<file path="config.mk">
export PLATFORM = sky130hd
export DESIGN_NAME = periodic_countdown_timer_bank_unit
export DESIGN_NICKNAME = d
export VERILOG_FILES = /design/src/hw/rtl/pctb_pkg.sv /design/src/hw/rtl/pctb_slot_mem.sv /design/src/hw/rtl/pctb_out_reg.sv /design/src/hw/rtl/periodic_countdown_timer_bank_unit.sv
export SDC_FILE = /design/constraint.sdc
export NUM_CORES = 1
export LEC_CHECK = 0
export BUFFER_PORTS_ARGS = -buffer_cell sky130_fd_sc_hd__buf_2
export CELL_PAD_IN_SITES_DETAIL_PLACEMENT = 0
export CELL_PAD_IN_SITES_GLOBAL_PLACEMENT = 1
export CORE_ASPECT_RATIO = 0.7
export CORE_UTILIZATION = 45
export CTS_CLUSTER_SIZE = 28
export DETAILED_ROUTE_END_ITERATION = 7
export HOLD_SLACK_MARGIN = 0.06
export PLACE_DENSITY_LB_ADDON = 0.1
export SLEW_MARGIN = 20
export SYNTH_ARGS = -nofsm -noshare
export SYNTH_HDL_FRONTEND = slang
export SYNTH_HIERARCHICAL = 1
export SYNTH_SLANG_ARGS = --single-unit
</file>
<file path="constraint.sdc">
create_clock -name i_clk -period 22 [get_ports i_clk]
set_input_delay 1.1 -clock i_clk [delete_from_list [all_inputs] [get_ports i_clk]]
set_output_delay 1.1 -clock i_clk [all_outputs]
set_load 0.05 [all_outputs]
</file>
<file path="src/hw/rtl/pctb_pkg.sv">
// Shared types and codes for the periodic countdown timer bank.
package pctb_pkg;

    localparam int IDX_W   = 4;
    localparam int CNT_W   = 16;
    localparam int MINUTE_W = 32;

    localparam logic [CNT_W-1:0] COUNT_MAX = '1;

    localparam logic [1:0] OP_ADD_SEC = 2'd0;
    localparam logic [1:0] OP_ADD_MIN = 2'd1;
    localparam logic [1:0] OP_REMOVE  = 2'd2;
    localparam logic [1:0] OP_TICK    = 2'd3;

    localparam logic [1:0] ST_OK         = 2'd0;
    localparam logic [1:0] ST_NOT_REG    = 2'd1;
    localparam logic [1:0] ST_OTHER_KIND = 2'd2;

    localparam logic KIND_FIRE    = 1'b0;
    localparam logic KIND_SUMMARY = 1'b1;

    typedef struct packed {
        logic [CNT_W-1:0] count;
        logic [CNT_W-1:0] period;
    } t_entry;

    typedef struct packed {
        logic             result_kind;
        logic [IDX_W-1:0] fired_slot;
        logic             fired_is_minute;
        logic [1:0]       status;
        logic [CNT_W-1:0] next_due_seconds;
        logic             seconds_idle;
        logic             minutes_active;
        logic             last;
    } t_result;

endpackage

</file>
<file path="src/hw/rtl/pctb_slot_mem.sv">
// Count and period store: one write port, one read port, registered read data.
module pctb_slot_mem #(
    parameter int DEPTH = 16,
    parameter int AW    = 4
) (
    input  logic            i_clk,
    input  logic            i_we,
    input  logic [AW-1:0]   i_waddr,
    input  pctb_pkg::t_entry i_wdata,
    input  logic            i_re,
    input  logic [AW-1:0]   i_raddr,
    output pctb_pkg::t_entry o_rdata
);
    import pctb_pkg::*;

    t_entry r_mem [DEPTH];
    t_entry r_rdata;

    always_ff @(posedge i_clk) begin
        if (i_we) begin
            r_mem[i_waddr] <= i_wdata;
        end
    end

    always_ff @(posedge i_clk) begin
        if (i_re) begin
            r_rdata <= r_mem[i_raddr];
        end
    end

    assign o_rdata = r_rdata;

endmodule

</file>
<file path="src/hw/rtl/pctb_out_reg.sv">
// Result output register: holds one beat until the consumer takes it.
module pctb_out_reg (
    input  logic              i_clk,
    input  logic              i_rst_n,
    input  logic              i_load,
    input  pctb_pkg::t_result i_beat,
    input  logic              i_stall,
    output logic              o_valid,
    output logic              o_free,
    output pctb_pkg::t_result o_beat
);
    import pctb_pkg::*;

    logic    r_valid;
    t_result r_beat;

    assign o_free  = !r_valid || !i_stall;
    assign o_valid = r_valid;
    assign o_beat  = r_beat;

    always_ff @(posedge i_clk) begin
        if (!i_rst_n) begin
            r_valid <= 1'b0;
        end else if (i_load) begin
            r_valid <= 1'b1;
        end else if (!i_stall) begin
            r_valid <= 1'b0;
        end
    end

    always_ff @(posedge i_clk) begin
        if (i_load) begin
            r_beat <= i_beat;
        end
    end

endmodule

</file>
<file path="src/hw/rtl/periodic_countdown_timer_bank_unit.sv">
// Flow: an item is taken in S_IDLE; each pass over the slot store is S_LOAD, then S_WALK over
// N = min(SLOTS,16) slots, one slot per cycle from the read port while no fired beat waits on
// a full output register; a tick with a minute change adds a second pass, over the minutes
// slots, then S_SUM sends the summary. No new item is taken until the summary is loaded.
// Reset (synchronous, active low) clears the slot flags, the minute tracker and the control;
// the count/period store is not cleared and is written as a slot turns active.
module periodic_countdown_timer_bank_unit #(
    parameter int SLOTS = 16
) (
    input  logic                          i_clk,
    input  logic                          i_rst_n,
    input  logic                          i_valid,
    output logic                          o_stall,
    input  logic [1:0]                    i_operation,
    input  logic [pctb_pkg::IDX_W-1:0]    i_slot_index,
    input  logic [pctb_pkg::CNT_W-1:0]    i_period,
    input  logic [pctb_pkg::CNT_W-1:0]    i_pad_seconds,
    input  logic [pctb_pkg::CNT_W-1:0]    i_elapsed_seconds,
    input  logic [pctb_pkg::MINUTE_W-1:0] i_current_minute,
    output logic                          o_valid,
    input  logic                          i_stall,
    output logic                          o_result_kind,
    output logic [pctb_pkg::IDX_W-1:0]    o_fired_slot,
    output logic                          o_fired_is_minute,
    output logic [1:0]                    o_status,
    output logic [pctb_pkg::CNT_W-1:0]    o_next_due_seconds,
    output logic                          o_seconds_idle,
    output logic                          o_minutes_active,
    output logic                          o_last
);
    import pctb_pkg::*;

    localparam int NSLOT = (SLOTS < (1 << IDX_W)) ? SLOTS : (1 << IDX_W);
    localparam int AW    = (NSLOT > 1) ? $clog2(NSLOT) : 1;
    localparam logic [AW-1:0] LAST_SLOT = AW'(NSLOT - 1);

    localparam logic [1:0] S_IDLE = 2'd0;
    localparam logic [1:0] S_LOAD = 2'd1;
    localparam logic [1:0] S_WALK = 2'd2;
    localparam logic [1:0] S_SUM  = 2'd3;

    logic [1:0]          r_state, n_state;
    logic [NSLOT-1:0]    r_active, n_active;
    logic [NSLOT-1:0]    r_is_min, n_is_min;
    logic [MINUTE_W-1:0] r_last_minute, n_last_minute;
    logic                r_minute_seen, n_minute_seen;
    logic                r_mcredit, n_mcredit;
    logic                r_pass, n_pass;
    logic                r_tick, n_tick;
    logic [AW-1:0]       r_ptr, n_ptr;
    logic [CNT_W-1:0]    r_elapsed, n_elapsed;
    logic [CNT_W-1:0]    r_due, n_due;
    logic [1:0]          r_status, n_status;

    logic          in_acc;
    logic [AW-1:0] sidx;
    logic          idx_out;
    logic          want_min;
    logic [CNT_W:0] pad_sum;
    logic [CNT_W-1:0] add_count;

    logic          mem_we, mem_re;
    logic [AW-1:0] mem_waddr, mem_raddr;
    t_entry        mem_wdata, mem_rdata;

    logic             sel, credit_en, do_credit, fire, blocked;
    logic [CNT_W-1:0] amt, cnt, newc, post_c, due_cand;

    logic    out_load, out_free;
    t_result out_beat, out_q;

    assign in_acc   = i_valid && !o_stall;
    assign o_stall  = (r_state != S_IDLE);
    assign sidx     = i_slot_index[AW-1:0];
    assign idx_out  = (int'(i_slot_index) >= SLOTS);
    assign want_min = (i_operation == OP_ADD_MIN);
    assign pad_sum  = {1'b0, i_period} + {1'b0, i_pad_seconds};
    assign add_count = want_min ? i_period : (pad_sum[CNT_W] ? COUNT_MAX : pad_sum[CNT_W-1:0]);

    // Slot under the walk: pass 0 visits seconds slots, pass 1 minutes slots.
    assign cnt       = mem_rdata.count;
    assign sel       = r_active[r_ptr] && (r_is_min[r_ptr] == r_pass);
    assign credit_en = r_pass ? 1'b1 : (r_tick && (r_elapsed != '0));
    assign amt       = r_pass ? CNT_W'(1) : r_elapsed;
    assign do_credit = sel && credit_en;
    assign newc      = (amt < cnt) ? (cnt - amt) : '0;
    assign fire      = do_credit && (newc == '0);
    assign post_c    = do_credit ? (fire ? mem_rdata.period : newc) : cnt;
    assign due_cand  = (post_c == '0) ? CNT_W'(1) : post_c;
    assign blocked   = fire && !out_free;

    always_comb begin
        n_state       = r_state;
        n_active      = r_active;
        n_is_min      = r_is_min;
        n_last_minute = r_last_minute;
        n_minute_seen = r_minute_seen;
        n_mcredit     = r_mcredit;
        n_pass        = r_pass;
        n_tick        = r_tick;
        n_ptr         = r_ptr;
        n_elapsed     = r_elapsed;
        n_due         = r_due;
        n_status      = r_status;
        mem_we        = 1'b0;
        mem_waddr     = '0;
        mem_wdata     = '0;
        mem_re        = 1'b0;
        mem_raddr     = '0;
        out_load      = 1'b0;
        out_beat      = '0;

        case (r_state)
            S_IDLE: begin
                if (in_acc) begin
                    n_tick    = (i_operation == OP_TICK);
                    n_elapsed = i_elapsed_seconds;
                    n_status  = ST_OK;
                    n_due     = COUNT_MAX;
                    n_pass    = 1'b0;
                    n_mcredit = 1'b0;
                    n_state   = S_LOAD;
                    if (i_operation == OP_TICK) begin
                        if (!r_minute_seen) begin
                            n_last_minute = i_current_minute;
                            n_minute_seen = 1'b1;
                        end else if (r_last_minute != i_current_minute) begin
                            n_last_minute = i_current_minute;
                            n_mcredit     = 1'b1;
                        end
                    end else if (idx_out) begin
                        n_status = ST_NOT_REG;
                    end else if (i_operation == OP_REMOVE) begin
                        if (!r_active[sidx]) begin
                            n_status = ST_NOT_REG;
                        end else begin
                            n_active[sidx] = 1'b0;
                        end
                    end else if (r_active[sidx] && (r_is_min[sidx] != want_min)) begin
                        n_status = ST_OTHER_KIND;
                    end else begin
                        mem_we           = 1'b1;
                        mem_waddr        = sidx;
                        mem_wdata.count  = add_count;
                        mem_wdata.period = i_period;
                        n_active[sidx]   = 1'b1;
                        n_is_min[sidx]   = want_min;
                    end
                end
            end
            S_LOAD: begin
                mem_re    = 1'b1;
                mem_raddr = '0;
                n_ptr     = '0;
                n_state   = S_WALK;
            end
            S_WALK: begin
                // Hold the slot while its fired beat cannot go out.
                if (!blocked) begin
                    if (do_credit) begin
                        mem_we           = 1'b1;
                        mem_waddr        = r_ptr;
                        mem_wdata.count  = post_c;
                        mem_wdata.period = mem_rdata.period;
                    end
                    if (fire) begin
                        out_load                 = 1'b1;
                        out_beat.result_kind     = KIND_FIRE;
                        out_beat.fired_slot      = IDX_W'(r_ptr);
                        out_beat.fired_is_minute = r_pass;
                    end
                    if (!r_pass && sel && (due_cand < r_due)) begin
                        n_due = due_cand;
                    end
                    if (r_ptr == LAST_SLOT) begin
                        if (!r_pass && r_mcredit) begin
                            n_pass  = 1'b1;
                            n_state = S_LOAD;
                        end else begin
                            n_state = S_SUM;
                        end
                    end else begin
                        mem_re    = 1'b1;
                        mem_raddr = r_ptr + 1'b1;
                        n_ptr     = r_ptr + 1'b1;
                    end
                end
            end
            S_SUM: begin
                if (out_free) begin
                    out_load                  = 1'b1;
                    out_beat.result_kind      = KIND_SUMMARY;
                    out_beat.status           = r_status;
                    out_beat.next_due_seconds = r_due;
                    out_beat.seconds_idle     = ~|(r_active & ~r_is_min);
                    out_beat.minutes_active   = |(r_active & r_is_min);
                    out_beat.last             = 1'b1;
                    n_state                   = S_IDLE;
                end
            end
            default: begin
                n_state = S_IDLE;
            end
        endcase
    end

    always_ff @(posedge i_clk) begin
        if (!i_rst_n) begin
            r_state       <= S_IDLE;
            r_active      <= '0;
            r_is_min      <= '0;
            r_last_minute <= '0;
            r_minute_seen <= 1'b0;
            r_mcredit     <= 1'b0;
            r_pass        <= 1'b0;
            r_tick        <= 1'b0;
        end else begin
            r_state       <= n_state;
            r_active      <= n_active;
            r_is_min      <= n_is_min;
            r_last_minute <= n_last_minute;
            r_minute_seen <= n_minute_seen;
            r_mcredit     <= n_mcredit;
            r_pass        <= n_pass;
            r_tick        <= n_tick;
        end
    end

    always_ff @(posedge i_clk) begin
        r_ptr     <= n_ptr;
        r_elapsed <= n_elapsed;
        r_due     <= n_due;
        r_status  <= n_status;
    end

    pctb_slot_mem #(
        .DEPTH (NSLOT),
        .AW    (AW)
    ) u_mem (
        .i_clk   (i_clk),
        .i_we    (mem_we),
        .i_waddr (mem_waddr),
        .i_wdata (mem_wdata),
        .i_re    (mem_re),
        .i_raddr (mem_raddr),
        .o_rdata (mem_rdata)
    );

    pctb_out_reg u_out (
        .i_clk   (i_clk),
        .i_rst_n (i_rst_n),
        .i_load  (out_load),
        .i_beat  (out_beat),
        .i_stall (i_stall),
        .o_valid (o_valid),
        .o_free  (out_free),
        .o_beat  (out_q)
    );

    assign o_result_kind      = out_q.result_kind;
    assign o_fired_slot       = out_q.fired_slot;
    assign o_fired_is_minute  = out_q.fired_is_minute;
    assign o_status           = out_q.status;
    assign o_next_due_seconds = out_q.next_due_seconds;
    assign o_seconds_idle     = out_q.seconds_idle;
    assign o_minutes_active   = out_q.minutes_active;
    assign o_last             = out_q.last;

`ifndef SYNTHESIS
    a_load_when_free: assert property (@(posedge i_clk) disable iff (!i_rst_n)
        out_load |-> out_free)
        else $error("output beat loaded over an untaken beat");

    a_minute_pass: assert property (@(posedge i_clk) disable iff (!i_rst_n)
        r_pass |-> (r_mcredit && r_tick))
        else $error("minute pass without a minute change");

    a_wb_active: assert property (@(posedge i_clk) disable iff (!i_rst_n)
        (mem_we && (r_state == S_WALK)) |-> r_active[r_ptr])
        else $error("write-back to an inactive slot");

    a_summary_out: assert property (@(posedge i_clk) disable iff (!i_rst_n)
        ((r_state == S_SUM) && out_free) |=> ((r_state == S_IDLE) && o_valid && o_last))
        else $error("summary beat not presented");
`endif

endmodule
</file>
==> metrics.cfg <==
[grt]
met2_usage_pct=36.3
antenna_found_initial=1
grtUsageMet3_pct=6.41
grt_pass1_vias=17200
grt_use_met1_pct=35.6
grt_max_degree=70
grt_overflow_total=0
grtUsageTotal_pct=24.3
top_usage_layer=met2
grt_pass1_wl_mm=116

[sta]
hold_violations=0
skew_ns=0.0306
rsz0062_at_grt=no
fin_crit_sh_pct=35.4
max-slew-margin-rel_pct=29.1
finalSetupViolations=0
worst_slack_ns=14.22
fmax_mhz=129
setup_tns_ns=0
worst_slew_pin_slew_ns=1.05
post-route-min-period_ns=7.78
slew_viol_final=0

[detailed_routing]
drtAntennaViolNets=0
drt-initial-drc-count=1667
avgRoutedWirePerCell_um=27.0
viasPerCell=5.86
drcViolationCount=0
drt-total-wl_mm=79.8
num_vias=17300
drtPass1Iterations=6

[critical_path]
critPathBufInv=4
r2r-start=r_pass
worstRegToRegCells=20
path_delay_family=simple AND/OR/NAND/NOR gates
slowest_delay_ns=0.74
cp_common_cell=buf_4
crit_required_ns=22.36
regToRegEndpoint=u_mem/o_rdata[9]
critPathArrivalTime_ns=8.13
cp-start-kind=flop
critPathCaptureType=flop
slowest_stage=buf_4
rrSetupSlack_ns=14.22
cp_cell_sequence=or2_2 -> ha_1 -> fa_1 -> nor2b_1 -> o31ai_1 -> a31oi_1 -> a31oi_1 -> or3_1 -> nand2_1 -> o21ai_2 -> buf_4 -> and2_1 -> a21o_1 -> nor2_4 -> buf_12 -> buf_4 -> buf_4 -> mux4_2 -> a22oi_1 -> nand2_1
crit_fanout=40
critPathKind=flop to flop

[outcome]
status=complete, no violations

[clock_tree]
cts_tree=built
root_buffer=clkbuf_16
cts_resized=0
hold_buffers=0
postCtsSetupRepairBufs=0
h-tree-depth=3
clockBufferDepth=3
clk_pin_slew_worst_paths_ns=0.07
cts_sinks=680
cts-buffers-inserted=67
clk_latency_ns=0.61

[yosys]
syn-cell-area_um2=29600
synth-seq-area-share_pct=66.6
synthCells=1886
synth_edf_count=609
synth_cell_types=70
avgSynthCellArea_um2=15.7
synth_warnings=6
syn_nets=2031
synth_top_flop_cell=edfxtp_1
synth-seq-cells=680
async_flop_share_pct=0

[cells_and_area]
syn_to_final_growth_pct=13.1
num-nets-final=2172
drive_above_1_share_pct=22.1
final_area_um2=33500
fin_cells=2955

[hold_path]
min_from=r_tick
min_path_type=flop to flop
hold_depth=2
holdPathEnd=r_tick

[place]
port_buffers=118
place_inst=2837
dp_hpwl_mm=49.7
placed_cell_area_um2=31400
gp_congestion=0.903
dpl_worst_slack_ns=13.73

[pwr]
power_density_nw_per_um2=114
ir_drop_v=0.0000571
power.leakage_nw=11.4
power.total_w=0.00381

[floorplanning]
pin_count=119
die_area_um2=66800
die_w_um=308
core_um2=64900
start_util_pct=45.6
rows=78
die_h_um=217

[flow_run]
max-cap-violations=0

[routing by layer]
metal,up-vias,wire [um]
li1,7727,-
met1,8910,36300
met2,560,36000
met3,106,6040
met4,2,1370
met5,-,124
[flip-flops by register name, summed over array words and instances, names as in the netlist, 2 cells and up, named ones only]
register and cells:
r_is_min 16, r_state 2, u_mem/r_mem 512, r_elapsed 16, r_due 16, r_last_minute 32
r_ptr 4, u_mem/o_rdata 32, u_out/o_beat 27, r_status 2
[synth_stat cells, types with 15 or more instances]
cell type | count | share of area, %
a22o_1 | 18 | 0.53
clkbuf_1 | 59 | 0.75
xor2_1 | 42 | 1.2
nor4_1 | 16 | 0.34
ha_1 | 53 | 2.2
mux2i_1 | 39 | 1.3
o21ai_0 | 38 | 0.64
a21o_1 | 18 | 0.46
mux4_2 | 147 | 11
and2_1 | 19 | 0.40
nand2_1 | 138 | 1.8
or2_2 | 15 | 0.32
a21oi_1 | 68 | 1.2
o221ai_1 | 15 | 0.44
nand3_1 | 26 | 0.44
nor3_1 | 16 | 0.27
a22oi_1 | 77 | 2.0
nand2b_1 | 43 | 0.91
nand4_1 | 17 | 0.36
inv_1 | 41 | 0.52
edfxtp_1 | 609 | 62
dfxtp_1 | 71 | 4.8
nor2_1 | 115 | 1.5
[final cells by class]
class,count,area [um2]
Antenna cell,1,2.50
Sequential cell,680,19700
Timing Repair Buffer,167,971
Clock buffer,84,1760
Clock inverter,32,278
Inverter,43,161
Tap cell,880,1100
Fill cell,5440,31400
Multi-Input combinational cell,1068,9470
[how the worst max path moves through the flow]
stage	start	to	slack [ns]	cells after the start
3_3_place_gp	r_pass	u_mem/o_rdata[9]	13.89	19
2_1_floorplan	r_pass	u_mem/r_mem[0][0]	15.00	18
6_report	r_pass	u_mem/o_rdata[9]	14.22	20
3_5_place_dp	r_pass	u_mem/o_rdata[9]	13.73	19
4_1_cts	r_pass	u_mem/o_rdata[9]	13.71	19
5_1_grt	r_pass	u_mem/o_rdata[8]	13.45	20
[layout by cell type (no fill, tap or decap), types with 6 or more instances in the layout]
cell       synthesis  layout
nor2_1           115     100
or3_1              9       9
a211oi_1           9       9
a22oi_1           77      77
buf_4             11      48
a21o_1            18      18
clkbuf_16          0      68
a31oi_1            9       8
nor3_1            16      12
o221ai_1          15      15
nand3_1           26      26
a211o_1            6       6
o21ai_0           38      37
xnor2_1           14      14
nor2b_1           13      11
nand4_1           17      17
and2_1            19      18
inv_1             41      41
xor2_1            42      42
and3_1             9       9
a21oi_1           68      67
o21a_1             6       6
nor4_1            16      16
nand2_1          138     138
ha_1              53      53
buf_2              8     118
mux2i_1           39      39
nor2_4             0      15
dfxtp_1           71      71
or2_2             15      15
clkinv_1           1      10
o21ai_2            4       7
mux4_2           147     147
clkinv_2           0      11
clkbuf_1          59      16
nand2b_1          43      43
a22o_1            18      18
edfxtp_1         609     609
[worst reg2reg max path, delay by kind of cell, from the launching register on]
| kind | cells | cell delay (ns) |
|---|---|---|
| simple gates | 7 | 2.39 |
| buf+inv | 4 | 1.80 |
| compound gates | 6 | 1.51 |
| fa+ha+maj | 2 | 0.66 |
| mux | 1 | 0.61 |
| flops | 1 | 0.56 |
[stage by stage]
step / utilization, % / hold slack (ns)
after floorplan: - / 0.437
after global placement: 48.4 / 0.462
after detailed placement: 48.4 / 0.459
after CTS: 51.5 / 0.469
after global routing: 51.5 / 0.474
final: 51.5 / 0.475
[cells by family (layout without fill, tap and decap cells)]
group | Yosys count | count (layout) | synth area share (%)
AO/OA/AOI/OAI | 314 | 314 | 7.32
flip-flops | 680 | 680 | 66.6
adder cells (fa/ha/maj) | 55 | 55 | 2.38
AND/OR/NAND/NOR | 457 | 457 | 7.48
XOR/XNOR | 56 | 56 | 1.66
multiplexers | 186 | 186 | 12.5
other | 0 | 1 | 0
buffers and inverters | 138 | 326 | 2.03
[report_power, final]
group / leakage (nW) / switching [W] / internal (W)
logic: 4.19 / 0.000676 / 0.000391
clock network: 0.994 / 0.000483 / 0.000616
registers: 6.18 / 0.0000939 / 0.00154
No activity file was read; power rests on OpenSTA's default activity.
